<file path="src/rtl/core/tlvaf_pkg.sv">
// Shared types and constants for the TLV attribute finder.
// No dependencies; imported by every module of the block.
`timescale 1ns / 1ps

package tlvaf_pkg;

	localparam int MAX_VALUE_LEN = 1024;
	localparam int CODE_W        = 16;
	localparam int BYTE_W        = 8;
	localparam int VLEN_W        = 11;
	localparam int STATUS_W      = 3;

	localparam int QUEUE_DEPTH = 2;
	localparam int QPTR_W      = (QUEUE_DEPTH > 1) ? $clog2(QUEUE_DEPTH) : 1;
	localparam int QCNT_W      = $clog2(QUEUE_DEPTH + 1);

	typedef enum logic [1:0] {
		OP_BYTE    = 2'd0,
		OP_END     = 2'd1,
		OP_RESTART = 2'd2
	} op_t;

	typedef enum logic [STATUS_W-1:0] {
		ST_BUSY     = 3'd0,
		ST_OK       = 3'd1,
		ST_BADCODE  = 3'd2,
		ST_BADLEN   = 3'd3,
		ST_BADDATA  = 3'd4,
		ST_NOTFOUND = 3'd5
	} status_t;

	typedef struct packed {
		op_t               op;
		logic [BYTE_W-1:0] data;
	} q_entry_t;

	typedef struct packed {
		logic empty;
		logic full;
	} q_status_t;

endpackage

</file>
<file path="src/rtl/core/tlvaf_front.sv">
// Front end: takes input beats, classifies them into scanner operations.
// Depends on tlvaf_pkg.
`timescale 1ns / 1ps

module tlvaf_front (
	input  logic                        in_valid,
	output logic                        in_stall,
	input  logic [tlvaf_pkg::BYTE_W-1:0] data_byte,
	input  logic                        at_end,
	input  logic                        restart,
	input  tlvaf_pkg::q_status_t        q_st,
	output logic                        push,
	output tlvaf_pkg::q_entry_t         entry
);
	import tlvaf_pkg::*;

	assign in_stall = q_st.full;
	assign push     = in_valid && !q_st.full;

	// restart takes precedence over end of stream
	always_comb begin
		entry.data = data_byte;
		if (restart) begin
			entry.op = OP_RESTART;
		end else if (at_end) begin
			entry.op = OP_END;
		end else begin
			entry.op = OP_BYTE;
		end
	end

endmodule

</file>
<file path="src/rtl/core/tlvaf_queue.sv">
// Short FIFO of classified operations between front end and scanner.
// Depends on tlvaf_pkg.
`timescale 1ns / 1ps

module tlvaf_queue (
	input  logic                 clk,
	input  logic                 arst_n,
	input  logic                 push,
	input  tlvaf_pkg::q_entry_t  wr_entry,
	input  logic                 pop,
	output tlvaf_pkg::q_entry_t  rd_entry,
	output tlvaf_pkg::q_status_t q_st
);
	import tlvaf_pkg::*;

	q_entry_t            entries_q [QUEUE_DEPTH];
	logic [QPTR_W-1:0]   wr_ptr_q;
	logic [QPTR_W-1:0]   rd_ptr_q;
	logic [QCNT_W-1:0]   count_q;
	logic                do_push;
	logic                do_pop;

	function automatic logic [QPTR_W-1:0] ptr_inc(input logic [QPTR_W-1:0] p);
		logic [QPTR_W-1:0] r;
		if (p == QPTR_W'(QUEUE_DEPTH - 1)) begin
			r = '0;
		end else begin
			r = p + QPTR_W'(1);
		end
		return r;
	endfunction

	assign q_st.empty = (count_q == '0);
	assign q_st.full  = (count_q == QCNT_W'(QUEUE_DEPTH));
	assign do_push    = push && !q_st.full;
	assign do_pop     = pop && !q_st.empty;
	assign rd_entry   = entries_q[rd_ptr_q];

	always_ff @(posedge clk) begin
		if (do_push) begin
			entries_q[wr_ptr_q] <= wr_entry;
		end
	end

	always_ff @(posedge clk or negedge arst_n) begin
		if (!arst_n) begin
			wr_ptr_q <= '0;
			rd_ptr_q <= '0;
			count_q  <= '0;
		end else begin
			if (do_push) begin
				wr_ptr_q <= ptr_inc(wr_ptr_q);
			end
			if (do_pop) begin
				rd_ptr_q <= ptr_inc(rd_ptr_q);
			end
			if (do_push && !do_pop) begin
				count_q <= count_q + QCNT_W'(1);
			end else if (do_pop && !do_push) begin
				count_q <= count_q - QCNT_W'(1);
			end
		end
	end

endmodule

</file>
<file path="src/rtl/core/tlvaf_scan.sv">
// Back end: record scanner state machine with registered result beat.
// Depends on tlvaf_pkg; fed from tlvaf_queue.
`timescale 1ns / 1ps

module tlvaf_scan (
	input  logic                           clk,
	input  logic                           arst_n,
	input  tlvaf_pkg::q_entry_t            op_entry,
	input  tlvaf_pkg::q_status_t           q_st,
	output logic                           pop,
	input  logic [tlvaf_pkg::CODE_W-1:0]   wanted_code,
	output logic                           out_valid,
	input  logic                           out_stall,
	output logic                           kind,
	output logic [tlvaf_pkg::BYTE_W-1:0]   value_byte,
	output logic [tlvaf_pkg::VLEN_W-1:0]   value_length,
	output logic [tlvaf_pkg::STATUS_W-1:0] status,
	output logic                           last
);
	import tlvaf_pkg::*;

	typedef enum logic [2:0] {
		PH_CODE  = 3'd0,
		PH_PSIZE = 3'd1,
		PH_LEN   = 3'd2,
		PH_SKIP  = 3'd3,
		PH_DATA  = 3'd4
	} phase_t;

	phase_t              phase_q,    phase_n;
	logic [3:0]          cnt_q,      cnt_n;
	logic [CODE_W-1:0]   code_q,     code_n;
	logic [CODE_W-1:0]   len_q,      len_n;
	logic [63:0]         skip_q,     skip_n;
	logic                finished_q, finished_n;

	logic                out_valid_q;
	logic                kind_q,   kind_n;
	logic [BYTE_W-1:0]   vbyte_q,  vbyte_n;
	logic [VLEN_W-1:0]   vlen_q,   vlen_n;
	status_t             status_q, status_n;
	logic                last_q,   last_n;
	logic                emit;

	logic [CODE_W-1:0]   code_sh;
	logic [CODE_W-1:0]   len_sh;
	logic [63:0]         skip_sh;
	logic [63:0]         skip_dec;
	logic [3:0]          cnt_inc;

	assign pop = !q_st.empty && (!out_valid_q || !out_stall);

	assign code_sh  = {code_q[CODE_W-BYTE_W-1:0], op_entry.data};
	assign len_sh   = {len_q[CODE_W-BYTE_W-1:0], op_entry.data};
	assign skip_sh  = {skip_q[63-BYTE_W:0], op_entry.data};
	assign skip_dec = (skip_q != '0) ? skip_q - 64'd1 : skip_q;
	assign cnt_inc  = cnt_q + 4'd1;

	always_comb begin
		phase_n    = phase_q;
		cnt_n      = cnt_q;
		code_n     = code_q;
		len_n      = len_q;
		skip_n     = skip_q;
		finished_n = finished_q;
		emit       = 1'b0;
		kind_n     = 1'b1;
		vbyte_n    = '0;
		vlen_n     = '0;
		status_n   = ST_BUSY;
		last_n     = 1'b0;

		if (pop) begin
			case (op_entry.op)
				OP_RESTART: begin
					phase_n    = PH_CODE;
					cnt_n      = '0;
					code_n     = '0;
					len_n      = '0;
					skip_n     = '0;
					finished_n = 1'b0;
				end
				OP_END: begin
					if (!finished_q) begin
						emit       = 1'b1;
						last_n     = 1'b1;
						finished_n = 1'b1;
						case (phase_q)
							PH_PSIZE, PH_LEN: status_n = ST_BADLEN;
							PH_DATA:          status_n = ST_BADDATA;
							default:          status_n = ST_BADCODE;
						endcase
					end
				end
				OP_BYTE: begin
					if (!finished_q) begin
						case (phase_q)
							PH_CODE: begin
								code_n = code_sh;
								if (cnt_q == '0) begin
									cnt_n = 4'd1;
								end else begin
									cnt_n = '0;
									if (code_sh == '0) begin
										emit       = 1'b1;
										last_n     = 1'b1;
										status_n   = ST_NOTFOUND;
										finished_n = 1'b1;
									end else if (code_sh == CODE_W'(1)) begin
										phase_n = PH_PSIZE;
										skip_n  = '0;
									end else begin
										phase_n = PH_LEN;
										len_n   = '0;
									end
								end
							end
							PH_PSIZE: begin
								skip_n = skip_sh;
								cnt_n  = cnt_inc;
								if (cnt_inc >= 4'd8) begin
									cnt_n   = '0;
									phase_n = (skip_sh == '0) ? PH_CODE : PH_SKIP;
								end
							end
							PH_LEN: begin
								len_n = len_sh;
								if (cnt_q == '0) begin
									cnt_n = 4'd1;
								end else begin
									cnt_n = '0;
									if (len_sh == '0 || len_sh > CODE_W'(MAX_VALUE_LEN)) begin
										emit       = 1'b1;
										last_n     = 1'b1;
										status_n   = ST_BADLEN;
										finished_n = 1'b1;
									end else begin
										skip_n  = {{(64-CODE_W){1'b0}}, len_sh};
										phase_n = (code_q == wanted_code) ? PH_DATA : PH_SKIP;
									end
								end
							end
							PH_SKIP: begin
								skip_n = skip_dec;
								if (skip_dec == '0) begin
									phase_n = PH_CODE;
								end
							end
							PH_DATA: begin
								skip_n  = skip_dec;
								emit    = 1'b1;
								kind_n  = 1'b0;
								vbyte_n = op_entry.data;
								if (skip_dec == '0) begin
									vlen_n     = len_q[VLEN_W-1:0];
									status_n   = ST_OK;
									last_n     = 1'b1;
									finished_n = 1'b1;
								end
							end
							default: begin
								phase_n = PH_CODE;
								cnt_n   = '0;
							end
						endcase
					end
				end
				default: begin
					phase_n = phase_q;
				end
			endcase
		end
	end

	always_ff @(posedge clk or negedge arst_n) begin
		if (!arst_n) begin
			phase_q     <= PH_CODE;
			cnt_q       <= '0;
			code_q      <= '0;
			len_q       <= '0;
			skip_q      <= '0;
			finished_q  <= 1'b0;
			out_valid_q <= 1'b0;
			kind_q      <= 1'b0;
			vbyte_q     <= '0;
			vlen_q      <= '0;
			status_q    <= ST_BUSY;
			last_q      <= 1'b0;
		end else begin
			phase_q    <= phase_n;
			cnt_q      <= cnt_n;
			code_q     <= code_n;
			len_q      <= len_n;
			skip_q     <= skip_n;
			finished_q <= finished_n;
			if (emit) begin
				out_valid_q <= 1'b1;
				kind_q      <= kind_n;
				vbyte_q     <= vbyte_n;
				vlen_q      <= vlen_n;
				status_q    <= status_n;
				last_q      <= last_n;
			end else if (!out_stall) begin
				out_valid_q <= 1'b0;
			end
		end
	end

	assign out_valid    = out_valid_q;
	assign kind         = kind_q;
	assign value_byte   = vbyte_q;
	assign value_length = vlen_q;
	assign status       = status_q;
	assign last         = last_q;

endmodule

</file>
<file path="src/rtl/core/tlv_attribute_finder.sv">
// Top level of the TLV attribute finder: front end, operation queue, scanner.
// Depends on tlvaf_pkg, tlvaf_front, tlvaf_queue and tlvaf_scan.
`timescale 1ns / 1ps

// Scans a stream of type-length-value records, one byte per input beat, for
// the record whose code equals wanted_code, and returns its value bytes one
// beat each, the last with status ok and the length; end of stream, a bad
// length or the end code give a single status beat instead. The block takes
// one beat every cycle while in_stall is low: each byte is one step of the
// scanner state machine once it leaves the queue; its result is registered. A
// two-entry queue sits between the input classifier and the scanner, and the
// result beat is held in an output register, so each side can stall alone.
// wanted_code is sampled when a record's length completes; write it only
// while the block is idle.

module tlv_attribute_finder (
	input  logic                           clk,
	input  logic                           arst_n,
	input  logic                           cfg_wr_en,
	input  logic [tlvaf_pkg::CODE_W-1:0]   cfg_wr_data,
	input  logic                           in_valid,
	output logic                           in_stall,
	input  logic [tlvaf_pkg::BYTE_W-1:0]   data_byte,
	input  logic                           at_end,
	input  logic                           restart,
	output logic                           out_valid,
	input  logic                           out_stall,
	output logic                           kind,
	output logic [tlvaf_pkg::BYTE_W-1:0]   value_byte,
	output logic [tlvaf_pkg::VLEN_W-1:0]   value_length,
	output logic [tlvaf_pkg::STATUS_W-1:0] status,
	output logic                           last
);
	import tlvaf_pkg::*;

	logic [CODE_W-1:0] wanted_code_q;
	q_status_t         q_st;
	q_entry_t          wr_entry;
	q_entry_t          rd_entry;
	logic              push;
	logic              pop;

	always_ff @(posedge clk or negedge arst_n) begin
		if (!arst_n) begin
			wanted_code_q <= CODE_W'(2);
		end else if (cfg_wr_en) begin
			wanted_code_q <= cfg_wr_data;
		end
	end

	tlvaf_front u_front (
		.in_valid  (in_valid),
		.in_stall  (in_stall),
		.data_byte (data_byte),
		.at_end    (at_end),
		.restart   (restart),
		.q_st      (q_st),
		.push      (push),
		.entry     (wr_entry)
	);

	tlvaf_queue u_queue (
		.clk      (clk),
		.arst_n   (arst_n),
		.push     (push),
		.wr_entry (wr_entry),
		.pop      (pop),
		.rd_entry (rd_entry),
		.q_st     (q_st)
	);

	tlvaf_scan u_scan (
		.clk          (clk),
		.arst_n       (arst_n),
		.op_entry     (rd_entry),
		.q_st         (q_st),
		.pop          (pop),
		.wanted_code  (wanted_code_q),
		.out_valid    (out_valid),
		.out_stall    (out_stall),
		.kind         (kind),
		.value_byte   (value_byte),
		.value_length (value_length),
		.status       (status),
		.last         (last)
	);

	a_status_beat: assert property (@(posedge clk) disable iff (!arst_n)
		out_valid && kind |-> last && value_byte == '0 && value_length == '0
		&& status != ST_BUSY && status != ST_OK)
		else $error("status beat malformed");

	a_value_beat: assert property (@(posedge clk) disable iff (!arst_n)
		out_valid && !kind |-> (last && status == ST_OK && value_length != '0)
		|| (!last && status == ST_BUSY && value_length == '0))
		else $error("value beat malformed");

	a_queue_flags: assert property (@(posedge clk) disable iff (!arst_n)
		!(q_st.empty && q_st.full))
		else $error("queue empty and full together");

	a_pop_nonempty: assert property (@(posedge clk) disable iff (!arst_n)
		pop |-> !q_st.empty && !(out_valid && out_stall))
		else $error("scanner advanced without room or operation");

endmodule

</file>
<file path="config.mk">
export PLATFORM = sky130hd
export DESIGN_NAME = tlv_attribute_finder
export DESIGN_NICKNAME = d
export VERILOG_FILES = /design/src/rtl/core/tlvaf_pkg.sv /design/src/rtl/core/tlvaf_front.sv /design/src/rtl/core/tlvaf_queue.sv /design/src/rtl/core/tlvaf_scan.sv /design/src/rtl/core/tlv_attribute_finder.sv
export SDC_FILE = /design/constraint.sdc
export NUM_CORES = 1
export LEC_CHECK = 0
export ABC_AREA = 1
export BUFFER_PORTS_ARGS = -buffer_cell sky130_fd_sc_hd__clkbuf_2
export CAP_MARGIN = 0
export CORE_MARGIN = 2
export CORE_UTILIZATION = 50
export DETAILED_ROUTE_END_ITERATION = 8
export GPL_ROUTABILITY_DRIVEN = 0
export PLACE_DENSITY = 0.71
export SKIP_CTS_REPAIR_TIMING = 1
export SLEW_MARGIN = 20
export SYNTH_ARGS = -nofsm -noshare
export SYNTH_HDL_FRONTEND = slang
export SYNTH_HIERARCHICAL = 1
export SYNTH_SLANG_ARGS = --single-unit
</file>
<file path="constraint.sdc">
create_clock -name clk -period 2.8 [get_ports clk]
set_clock_uncertainty 0.15 [all_clocks]
set_input_delay 0.56 -clock clk [delete_from_list [all_inputs] [get_ports clk]]
set_output_delay 0.56 -clock clk [all_outputs]
set_load 0.02 [all_outputs]
</file>
==> metrics.md, run 1 <==
| Metric | Value |
|---|---|
| Total grt overflow | `0` |
| GR met3 Demand/Resource | `0.0632` |
| Synth area leader | `dfrtp_1` |
| CTS Buffer Depth | `2` |
| Max capacitance violation total | `0` |
| DP Wirelength | `25700 um` |
| Slew HR | `0.561` |
| Max Fanout on Critical Path | `7` |
| Mapped Area | `0.0104 mm2` |
| Met1 usage | `0.404` |
| # port buffers | `56` |
| Die area | `0.0219 mm2` |
| Most frequent cell after synthesis | `nand2_1` |
| First-pass DRT Iterations | `7` |
| Num Clock Sinks | `164` |
| Commonest cells in the netlist | `nand2_1, nor2_1, nand3_1, inv_1, dfrtp_1` |
| Top_reg_cell synth | `dfrtp_1` |
| Largest net degree at the start of global routing | `61` |
| Fin crit period | `3.10 ns` |
| Most Used Layer, Global Route | `met2` |
| Worst-margin pin slew | `0.659 ns` |
| Ports | `57` |
| N_diodes | `0` |
| Failing checks | `setup timing` |
| H-tree Lvls | `4` |
| Final hold slack | `0.155 ns` |
| Fillcell total | `1600` |
| Register area share after synthesis | `0.405` |
| Antenna viol nets, final | `0` |
| Drt first-iter violations | `1564` |
| Yosys top cell area share | `0.345` |
| WS Path Type | `flop to flop` |
| Hold WC Path Type | `input pin to flop` |
| Root Driver | `clkbuf_16` |
| Vias in the first global route | `10800` |
| Top cells by area, synth | `dfrtp_1, nand2_1, nand3_1, o21ai_0, nor2_1` |
| Die Span Y | `148 um` |
| Min setup slack post-route | `-0.297 ns` |
| CP Launch Type | `flop` |
| Row count | `52` |
| Reg clk slew, reported paths | `0.07 ns` |
| Unrepaired setup endpoints after global routing | `yes` |
| Placeable core area | `0.0203 mm2` |
| Initial core utilization | `0.511` |
| Max-slew violations | `0` |
| Number of synthesized flops with an enable pin | `20` |
| DR vias | `11900` |
| Final wirelength | `37600 um` |
| FMAX | `323 MHz` |
| CTS tree | `yes` |
| Antenna violations before repair | `0` |
| First-pass GRT wire length | `54900 um` |
| Crit path DAT | `3.28 ns` |
| Syn Area/Cell | `6.90 um2` |
| Final Hold Vio Count | `0` |
| WL per Instance | `18.7 um` |
| Yosys cell types | `44` |
| Worst EP required | `2.99 ns` |
| Post-Syn Instances | `1504` |
| Async S/R FF share, synth | `0.878` |
| Final nets | `1761` |
| Post-Syn Nets | `1539` |
| DIE WIDTH | `148 um` |
| Final Cycle Share | `1.11` |
| P&R area growth vs syn | `33.5%` |
| Layout cells sized above 1 | `0.309` |
| Clk_lat worst skew | `0.44 ns` |
| Seq cells post-synth | `164` |
| CP Capture Type | `flop` |
| CTS Buf Count | `17` |
| # DRC | `0` |
| Dpl cells | `1928` |
| Syn. warnings | `6` |
| Met2 usage | `0.516` |
| Status | `finished with violations` |
| Final setup vio count | `44` |
| Total track usage | `0.318` |
| Vias/cell | `5.91` |
| Non-filler instance count after layout | `2009` |
-- cells by family (layout without fill, tap and decap cells) --
group / Yosys count / in the layout / share of synthesized area
buffers and inverters: 233 / 468 / 0.0930
DFF: 164 / 164 / 0.405
and+or+nand+nor: 841 / 841 / 0.349
AOI/OAI and AO/OA: 236 / 236 / 0.126
adders and majority gates: 4 / 4 / 0.00482
xor gates and xnor gates: 26 / 26 / 0.0219
-- final timing paths --
check,startpoint,end,slack [ns],cells after the start
max,u_scan/skip_q[1],u_scan/value_length[0],-0.30,16
min,cfg_wr_data[1],wanted_code_q[1],0.16,3
max reg2reg,u_scan/skip_q[1],u_scan/value_length[0],-0.30,16
min reg2reg,wanted_code_q[1],wanted_code_q[1],0.32,2
max in group asynchronous,arst_n,u_scan/skip_q[3],1.34,3
min in group asynchronous,arst_n,u_scan/skip_q[38],0.45,2
-- stage by stage --
stage | setup TNS [ns] | area [um2] | util | setup WS, ns
3_3_place_gp | -0.145 | 12000 | 0.591 | -0.0491
5_1_grt | -11.78 | 13900 | 0.682 | -0.332
3_5_place_dp | -1.01 | 12000 | 0.591 | -0.107
6_report | -3.87 | 13900 | 0.682 | -0.297
2_1_floorplan | 0 | 10400 | - | 0.264
4_1_cts | -3.24 | 12600 | 0.621 | -0.165
-- state kept, by name (all words and copies together) (netlist names), 2 cells and up --
| signal | count |
|---|---|
| u_queue/count_q | 2 |
| u_queue/entries_q | 20 |
| u_scan/cnt_q | 4 |
| u_scan/code_q | 16 |
| u_scan/len_q | 11 |
| u_scan/phase_q | 3 |
| u_scan/skip_q | 64 |
| u_scan/status | 3 |
| u_scan/value_byte | 8 |
| u_scan/value_length | 11 |
| wanted_code_q | 16 |
-- cell type report --
cell class / count / area (um2) / area share
multi-input combinational: 1107 / 5930 / 0.428
sequential: 164 / 4220 / 0.305
timing repair buffer: 266 / 2100 / 0.152
tap: 270 / 338 / 0.0244
clock inverter: 13 / 149 / 0.0107
clock buffer: 19 / 464 / 0.0335
inverter: 170 / 646 / 0.0466
-- layout by cell type (no fill, tap or decap), drive strengths merged, types with 6 or more instances in the layout --
cell    netlist  layout
a21oi        11      11
buf          27     204
clkbuf       36      80
clkinv        2       6
dfrtp       143     143
edfxtp       20      20
inv         168     177
nand2       438     438
nand3       169     169
nand4        13      13
nor2        203     203
nor3          6       6
nor4          6       6
o21ai       165     165
o221ai        7       7
o22ai        31      31
o31ai        10      10
xor2         21      21
-- per-layer routing --
metal	wire length, um	part of all wire
met4	2730	0.073
met3	3930	0.10
met2	17200	0.46
met5	0	0
met1	13700	0.36
-- critical path, stage by stage, from the launching register on --
cell,delay [ns]
dfrtp_1,0.41
inv_2,0.07
ha_2,0.22
inv_1,0.11
nor2_4,0.16
nand2_4,0.10
buf_4,0.14
xor2_1,0.18
nor2_1,0.17
a21oi_1,0.20
nand2_1,0.08
nor2_2,0.21
nand2_1,0.14
nor2_4,0.17
nand2_4,0.12
buf_4,0.17
o31ai_2,0.19
Power of run 1 is left out: the tool's default activity adds up to more than one toggle a clock period on the data nets, which glitch-free logic cannot reach.
==> run 2: changes to the inputs <==
clock period = 2.9 ns   (was 2.8 ns; I/O delays follow)
==> metrics.md, run 2 (synthesis gave the netlist of run 1 again) <==
| Metric | Value |
|---|---|
| Hold Startpoint | `data_byte[0]` |
| R2r worst-path depth | `19` |
| FMAX | `332 MHz` |
| Vias in the first global route | `10400` |
| Largest net degree at the start of global routing | `62` |
| P&R area growth vs syn | `24.0%` |
| Vias/cell | `5.83` |
| CP Depth | `19` |
| Root Driver | `clkbuf_16` |
| First-pass GRT wire length | `53600 um` |
| CP bufs+invs | `1` |
| Max capacitance violation total | `0` |
| Hold EP | `u_queue/entries_q[0][0]` |
| Hold path cells | `1` |
| R2R setup slack | `-0.11 ns` |
| Unrepaired setup endpoints after global routing | `yes` |
| CP Launch Type | `flop` |
| Delay-heaviest family, CP | `simple AND/OR/NAND/NOR gates` |
| Fillcell total | `1828` |
| Post-Place Worst Slack | `-0.118 ns` |
| Most common cell on crit path | `nand2_1` |
| Num Clock Sinks | `164` |
| DIE WIDTH | `148 um` |
| Worst path cell trace | `nor2_2 > nand2_1 > nor2_2 > nand2_2 > nor2_4 > buf_4 > nand2_1 > nand2_1 > nand2_1 > a21oi_1 > nand2_1 > nor2_1 > nand2_1 > nor2_4 > nand2_4 > nand2_2 > nand2_2 > nand2_1 > o21ai_1` |
| Final non-filler cell area | `0.0129 mm2` |
| Reg clk slew, reported paths | `0.08 ns` |
| Non-filler instance count after layout | `1920` |
| Max Fanout on Critical Path | `6` |
| Row count | `52` |
| Final Cycle Share | `1.04` |
| CP max stage cell | `dfrtp_1` |
| Worst EP required | `3.08 ns` |
| WL per Instance | `18.0 um` |
| R2r startpoint | `u_scan/skip_q[26]` |
| Worst path max stage delay | `0.46 ns` |
| Layout cells sized above 1 | `0.252` |
| Total track usage | `0.311` |
| Die area | `0.0219 mm2` |
| Placed cell area | `0.0115 mm2` |
| Slew HR | `0.567` |
| Setup TNS | `-0.447 ns` |
| First-pass DRT Iterations | `7` |
| FF-to-FF End | `u_scan/phase_q[1]` |
| Die Span Y | `148 um` |
| WS Path Type | `flop to flop` |
| Max-slew violations | `0` |
| Drt first-iter violations | `1180` |
| CTS Buf Count | `17` |
| # DRC | `0` |
| Hold WC Path Type | `input pin to flop` |
| # port buffers | `56` |
| Worst-margin pin slew | `0.649 ns` |
| Placeable core area | `0.0203 mm2` |
| Final setup vio count | `11` |
| H-tree Lvls | `4` |
| Fin crit period | `3.01 ns` |
| Antenna violations before repair | `0` |
| DP Wirelength | `24400 um` |
| Antenna viol nets, final | `0` |
| DR vias | `11200` |
| Ports | `57` |
| Initial core utilization | `0.511` |
| Status | `finished with violations` |
| Clk_lat worst skew | `0.45 ns` |
| Commonest non-fill, non-tap cell in the layout | `nand2_1` |
| Largest Register | `u_scan/skip_q` |
| Largest register FFs | `64` |
| Dpl cells | `1862` |
| Final Hold Vio Count | `0` |
| Failing checks | `setup timing` |
| Total grt overflow | `0` |
| CTS tree | `yes` |
| CP Capture Type | `flop` |
| Most frequent cells in the layout | `nand2_1, nand3_1, inv_1` |
| Final wirelength | `34600 um` |
| N_diodes | `0` |
| CTS Buffer Depth | `2` |
| Biggest regs | `u_scan/skip_q x64, u_queue/entries_q x20` |
| Crit path DAT | `3.19 ns` |
| Final nets | `1672` |
| Min setup slack post-route | `-0.110 ns` |
## run 2: layer usage
| metal | wire, um | vias up | GRT usage |
|---|---|---|---|
| li1 | - | 5152 | - |
| met1 | 13400 | 5174 | 0.408 |
| met2 | 16100 | 692 | 0.500 |
| met3 | 3220 | 182 | 0.0607 |
| met4 | 1950 | 0 | 0.139 |
| met5 | 0 | - | 0 |
## run 2: cell type report
type	instances	area, um2	share of cell area
clock buffers	17	425	0.0331
clock inverters	15	166	0.0129
inverters	170	643	0.0500
repair buffers	176	1320	0.102
multi-input cells	1108	5750	0.447
well taps	270	338	0.0263
flip-flops and latches	164	4220	0.328
## run 2: worst max path at each step
stage / endpoint / from / slack (ns)
2_1_floorplan: u_scan/phase_q[0] / u_scan/skip_q[0] / 0.36
3_5_place_dp: u_scan/phase_q[1] / u_scan/skip_q[15] / -0.12
5_1_grt: u_scan/phase_q[1] / u_scan/skip_q[26] / -0.18
6_report: u_scan/phase_q[1] / u_scan/skip_q[26] / -0.11
4_1_cts: u_scan/phase_q[1] / u_scan/skip_q[15] / -0.14
3_3_place_gp: u_scan/phase_q[0] / u_scan/skip_q[15] / -0.10
## run 2: per-stage QoR
| step | hold slack, ns | util |
|---|---|---|
| CTS | -0.00149 | 0.595 |
| floorplan | 0.134 | - |
| global route | 0.160 | 0.634 |
| global placement | 0.310 | 0.566 |
| detailed placement | 0.312 | 0.566 |
| finish | 0.174 | 0.634 |
## run 2: worst reg2reg max path: stages (launching register included)
cell and delay, ns:
dfrtp_1 0.46, nor2_2 0.21, nand2_1 0.12, nor2_2 0.19, nand2_2 0.10, nor2_4 0.21
buf_4 0.15, nand2_1 0.04, nand2_1 0.05, nand2_1 0.16, a21oi_1 0.17, nand2_1 0.06
nor2_1 0.12, nand2_1 0.11, nor2_4 0.17, nand2_4 0.11, nand2_2 0.08, nand2_2 0.09
nand2_1 0.08, o21ai_1 0.07
Power of run 2 is left out for the same reason.
